[config.mk]
export PLATFORM = sky130hd
export DESIGN_NAME = rvx_exec
export DESIGN_NICKNAME = d
export VERILOG_FILES = /design/src/rtl/core/rvx_pkg.sv /design/src/rtl/core/rvx_exec.sv
export SDC_FILE = /design/constraint.sdc
export NUM_CORES = 1
export LEC_CHECK = 0
export ABC_CLOCK_PERIOD_IN_PS = 6300
export BUFFER_PORTS_ARGS = -buffer_cell sky130_fd_sc_hd__buf_2
export CAP_MARGIN = 25
export CORE_ASPECT_RATIO = 0.8
export CORE_MARGIN = 5
export CORE_UTILIZATION = 55
export DETAILED_ROUTE_END_ITERATION = 10
export PLACE_DENSITY = 0.83
export SLEW_MARGIN = 5
export SYNTH_ARGS = -nofsm -noshare
export SYNTH_HDL_FRONTEND = slang
export SYNTH_SLANG_ARGS = --single-unit
export TNS_END_PERCENT = 5
[constraint.sdc]
create_clock -name vclk -period 6.3
set_input_delay 0 -clock vclk [all_inputs]
set_output_delay 0 -clock vclk [all_outputs]
set_load 0.005 [all_outputs]
[src/rtl/core/rvx_pkg.sv]
// ----------------------------------------------------------------------------
// rvx_pkg
// Shared types and constants of the RV32I subset execute unit.
// ----------------------------------------------------------------------------
package rvx_pkg;

  // Data memory size in 32-bit words and its index width.
  localparam int unsigned DMEM_WORDS = 1024;
  localparam int unsigned DMEM_AW    = $clog2(DMEM_WORDS);

  // Opcodes (bits 6:0) and the exact ebreak encoding.
  localparam logic [6:0] OP_LUI   = 7'h37;
  localparam logic [6:0] OP_AUIPC = 7'h17;
  localparam logic [6:0] OP_LOAD  = 7'h03;
  localparam logic [6:0] OP_STORE = 7'h23;
  localparam logic [6:0] OP_IMM   = 7'h13;
  localparam logic [6:0] OP_JAL   = 7'h6F;
  localparam logic [6:0] OP_JALR  = 7'h67;

  localparam logic [2:0] F3_WORD  = 3'd2;
  localparam logic [2:0] F3_ADDI  = 3'd0;
  localparam logic [2:0] F3_JALR  = 3'd0;

  localparam logic [31:0] INSTR_EBREAK = 32'h0010_0073;

  // Register that holds the exit code.
  localparam logic [4:0] REG_A0 = 5'd10;

  // Configuration register indexes.
  typedef enum logic [0:0] {
    CFG_START_PC  = 1'b0,
    CFG_DATA_BASE = 1'b1
  } cfg_idx_e;

  typedef enum logic [2:0] {
    ST_OK      = 3'd0,
    ST_EBREAK  = 3'd1,
    ST_INVALID = 3'd2,
    ST_BADADDR = 3'd3,
    ST_HALTED  = 3'd4
  } status_e;

  // Outcome of executing one instruction.
  typedef struct packed {
    logic [31:0]        npc;
    status_e            status;
    logic               we;
    logic [4:0]         rd;
    logic [31:0]        val;
    logic [31:0]        exit_code;
    logic               is_load;
    logic               is_store;
    logic               halt;
    logic [DMEM_AW-1:0] mem_idx;
  } exec_res_t;

endpackage

[src/rtl/core/rvx_exec.sv]
// ----------------------------------------------------------------------------
// rvx_exec
// Decode and execute of one instruction: immediates, adds, data address
// check and the next program counter.
// ----------------------------------------------------------------------------
module rvx_exec (
  input  logic               [31:0] instr_i,
  input  logic               [31:0] pc_i,
  input  logic                      halted_i,
  input  logic               [31:0] rs1_val_i,
  input  logic               [31:0] a0_val_i,
  input  logic               [31:0] data_base_i,
  output rvx_pkg::exec_res_t        res_o
);
  import rvx_pkg::*;

  logic [6:0]  opcode;
  logic [2:0]  funct3;
  logic [4:0]  rd;
  logic [31:0] imm_i;
  logic [31:0] imm_s;
  logic [31:0] imm_u;
  logic [31:0] imm_j;
  logic [31:0] pc_plus4;
  logic [31:0] mem_off;
  logic        addr_ok;
  logic        wr;
  logic [31:0] val;
  logic [31:0] jalr_sum;

  assign opcode   = instr_i[6:0];
  assign funct3   = instr_i[14:12];
  assign rd       = instr_i[11:7];
  assign imm_i    = {{20{instr_i[31]}}, instr_i[31:20]};
  assign imm_s    = {{20{instr_i[31]}}, instr_i[31:25], instr_i[11:7]};
  assign imm_u    = {instr_i[31:12], 12'b0};
  assign imm_j    = {{11{instr_i[31]}}, instr_i[31], instr_i[19:12], instr_i[20],
                     instr_i[30:21], 1'b0};
  assign pc_plus4 = pc_i + 32'd4;
  assign jalr_sum = rs1_val_i + imm_i;

  // Offset from the start of data memory, in one three-input add.
  assign mem_off = rs1_val_i + ((opcode == OP_STORE) ? imm_s : imm_i) - data_base_i;
  assign addr_ok = (mem_off[1:0] == 2'b00) && (mem_off[31:2] < 30'(DMEM_WORDS));

  always_comb begin
    res_o           = '0;
    res_o.npc       = pc_plus4;
    res_o.status    = ST_OK;
    res_o.mem_idx   = mem_off[DMEM_AW+1:2];
    wr              = 1'b0;
    val             = '0;
    priority if (halted_i) begin
      res_o.status = ST_HALTED;
      res_o.npc    = pc_i;
    end else if (opcode == OP_LUI) begin
      wr  = 1'b1;
      val = imm_u;
    end else if (opcode == OP_LOAD && funct3 == F3_WORD) begin
      if (addr_ok) begin
        wr            = 1'b1;
        res_o.is_load = 1'b1;
      end else begin
        res_o.status = ST_BADADDR;
      end
    end else if (opcode == OP_STORE && funct3 == F3_WORD) begin
      if (addr_ok) begin
        res_o.is_store = 1'b1;
      end else begin
        res_o.status = ST_BADADDR;
      end
    end else if (opcode == OP_IMM && funct3 == F3_ADDI) begin
      wr  = 1'b1;
      val = rs1_val_i + imm_i;
    end else if (opcode == OP_AUIPC) begin
      wr  = 1'b1;
      val = pc_i + imm_u;
    end else if (opcode == OP_JAL) begin
      wr        = 1'b1;
      val       = pc_plus4;
      res_o.npc = pc_i + imm_j;
    end else if (opcode == OP_JALR && funct3 == F3_JALR) begin
      wr        = 1'b1;
      val       = pc_plus4;
      res_o.npc = {jalr_sum[31:1], 1'b0};
    end else if (instr_i == INSTR_EBREAK) begin
      res_o.status    = ST_EBREAK;
      res_o.exit_code = a0_val_i;
      res_o.halt      = 1'b1;
      res_o.npc       = pc_i;
    end else begin
      res_o.status = ST_INVALID;
      res_o.halt   = 1'b1;
      res_o.npc    = pc_i;
    end

    // A write to x0 is dropped and reported as no write.
    if (wr && rd != 5'd0) begin
      res_o.we  = 1'b1;
      res_o.rd  = rd;
      res_o.val = val;
    end else begin
      res_o.is_load = 1'b0;
    end
  end

endmodule

==> flow_summary.json <==
{
  "cp-end-kind": "primary output",
  "wl_per_cell_um": 21.9,
  "hold_violations": 0,
  "drc": 0,
  "fin_hold_ws_ps": 268,
  "drive_gt1_share_pct": 20.8,
  "grt_pass1_vias": 11900,
  "fin_area_um2": 11700,
  "synth_cells": 1521,
  "max_stage_delay_ps": 800,
  "holdBufCountCts": 0,
  "drt-pass1-iter-count": 6,
  "fin_nets": 2036,
  "setup_violations": 0,
  "outcome": "finished clean",
  "rows": 44,
  "placed_area_um2": 11600,
  "multiInputGateArea_um2": 9310,
  "tightest_slew_ps": 1120,
  "power.leakage_nw": 5.50,
  "p_int_mw": 0.499,
  "synth.top_cell.area_share_pct": 12.9,
  "ctsResizeCount": 0,
  "viasPerCell": 6.69,
  "dpl.hpwl_um": 35000,
  "worst_slack_ps": 377,
  "place.port_buffers": 279,
  "ys_top_cells_by_area": "ha_1, a21oi_1, fa_1, inv_1, xnor2_1",
  "seq_cells": 0,
  "timing.fmax_mhz": 169,
  "period_minus_slack_ps": 5920,
  "dp_slack_ps": 542,
  "num_vias": 13200,
  "fp.coreArea_um2": 18200,
  "yosysUniqueCellTypes": 84,
  "placed_cells": 1962,
  "post_cts_buffers": 0,
  "rsz0062_at_grt": "false",
  "fin_crit_sh_pct": 94.0,
  "initial_utilization_pct": 56.0,
  "crit_fanout": 35,
  "fin_cells": 1971,
  "grt_util_all_layers_pct": 37.2,
  "maxCapViolCount": 0,
  "ant_nets": 0,
  "critical_path_arrival_ps": 5920,
  "critical_path_required_ps": 6300,
  "io_pins": 279,
  "drv_slew": 0,
  "crit_type": "in -> out",
  "synth_area_um2": 10200,
  "min_path_type": "in -> out",
  "clkPwrFrac_pct": 0,
  "dieHeight_um": 132,
  "regArea_um2": 0,
  "grt_first_pass_wirelength_um": 64700,
  "combPwrFrac_pct": 100.0,
  "crit_path_top_delay_cell": "or4_4",
  "p_seq_share_pct": 0,
  "powerDensity_nw_per_um2": 110,
  "startpoint_type": "primary input",
  "path_cells": "buf_2 -> and2_1 -> nand2_1 -> nor3_1 -> nand2_1 -> nor2_1 -> a21oi_1 -> ha_1 -> inv_1 -> ha_1 -> fa_1 -> nor2_1 -> o2111a_1 -> o311ai_0 -> nor3_1 -> o2111ai_1 -> a2111oi_2 -> nand4_1 -> or4_4 -> or4_4 -> a2111oi_2 -> buf_2",
  "synth.yosys.seq_area_share_pct": 0,
  "totalWireLength_um": 43100,
  "die_x_um": 162,
  "fillCellCount": 1743,
  "fp.dieArea_um2": 21300,
  "avgSynthCellArea_um2": 6.69,
  "area_growth_pct": 15.0,
  "grt_max_degree": 57,
  "yosys_warnings": 0,
  "clockBufferCount": 0,
  "irDropWorstVdd_v": 0.0000797,
  "slew_headroom_pct": 25.2,
  "p_switching_mw": 0.788,
  "grt_overflow_total": 0,
  "yosysTopAreaCell": "ha_1",
  "fin_tns_setup_ps": 0,
  "swShare_pct": 61.2,
  "synthesis.nets": 1821,
  "endpoint": "res_o[56]",
  "drt_iter0_drc": 1698,
  "place_congestion": 1.01,
  "crit_path_start": "instr_i[1]",
  "antenna_found_initial": 7
}
==> power by group through the flow <==
stage                     Combinational (mW)  Sequential, mW   Clock (mW)
after floorplan                        0.865               0            0
after global placement                  1.23               0            0
after detailed placement                1.24               0            0
after CTS                               1.25               0            0
after global routing                    1.40               0  0.000000128
final                                   1.29               0  0.000000115
==> through the flow <==
stage,power (mW),utilization (%)
final,1.29,64.4
after global routing,1.40,64.4
after CTS,1.25,64.1
after detailed placement,1.24,64.1
after global placement,1.23,64.1
after floorplan,0.865,-
==> worst max-delay path, delay by kind of cell <==
kind	cells	cell delay, ps
adder cells (fa/ha/maj)	3	1010
AO/OA/AOI/OAI	6	1410
buffers and inverters	3	270
AND/OR/NAND/NOR	10	3190
==> cells in the mapped netlist, types with 25 or more instances <==
library cell  number
a21o_1            39
a21oi_1          162
a221oi_1          33
and2_1            43
and3_1            25
clkbuf_1          68
fa_1              34
ha_1             105
inv_1            141
nand2_1          115
nand3_1           58
nor2_1           108
nor3_1            35
o21ai_0           90
xnor2_1           59
xor2_1            43
==> final cells by class <==
cell class | instances | area share, %
multi-input combinational | 1296 | 79.6
timing repair buffer | 297 | 13.3
inverter | 141 | 4.52
tap | 230 | 2.46
antenna | 7 | 0.150
==> routing by layer <==
metal	GRT usage, %	part of all wire, %	vias up
met1	47.6	37	5960
met4	18.7	6.6	0
met2	58.1	43	964
met5	0	0	-
met3	9.11	13	212
li1	-	-	6045
==> cell families after synthesis <==
kind of cell,synth area share [%]
and+or+nand+nor,23.8
xor gates and xnor gates,8.78
buffers and inverters,8.90
muxes,0.811
AOI/OAI and AO/OA,38.1
adders and majority gates,19.6
==> worst min path at each step <==
stage            startpoint        end  slack (ps)  cells after the start
6_report       a0_val_i[11]  res_o[24]         270                      3
4_1_cts        a0_val_i[23]  res_o[36]         270                      3
3_5_place_dp   a0_val_i[23]  res_o[36]         270                      3
2_1_floorplan      halted_i  res_o[85]          80                      1
5_1_grt        a0_val_i[17]  res_o[30]         280                      3
3_3_place_gp   a0_val_i[23]  res_o[36]         270                      3
==> layout by cell type, fill, tap and decap left out, drive strengths merged, types with 5 or more instances in the layout <==
| cell | netlist | routed |
|---|---|---|
| o22a | 10 | 10 |
| xnor2 | 59 | 59 |
| o22ai | 19 | 19 |
| fa | 34 | 34 |
| ha | 105 | 105 |
| and2 | 44 | 44 |
| nand4 | 18 | 18 |
| xor2 | 43 | 43 |
| nand3 | 58 | 58 |
| a211oi | 47 | 47 |
| nor3b | 7 | 7 |
| nor2 | 108 | 108 |
| o211ai | 16 | 16 |
| or2 | 10 | 10 |
| a21o | 39 | 39 |
| a22oi | 10 | 10 |
| a31oi | 18 | 18 |
| a21oi | 165 | 165 |
| a2111oi | 9 | 9 |
| nand2b | 18 | 18 |
| a221oi | 37 | 37 |
| o2111ai | 6 | 6 |
| o21ai | 94 | 94 |
| inv | 141 | 141 |
| or3 | 10 | 10 |
| nor2b | 9 | 9 |
| nor3 | 36 | 36 |
| nor4 | 11 | 11 |
| buf | 16 | 297 |
| and3 | 25 | 25 |
| nand2 | 115 | 115 |
| o21a | 20 | 20 |
| o31ai | 11 | 11 |
| mux2i | 6 | 6 |
| o21bai | 11 | 11 |
| diode | 0 | 7 |
| or4 | 5 | 5 |
| o221ai | 8 | 8 |
Power figures use the tool's default switching activity.
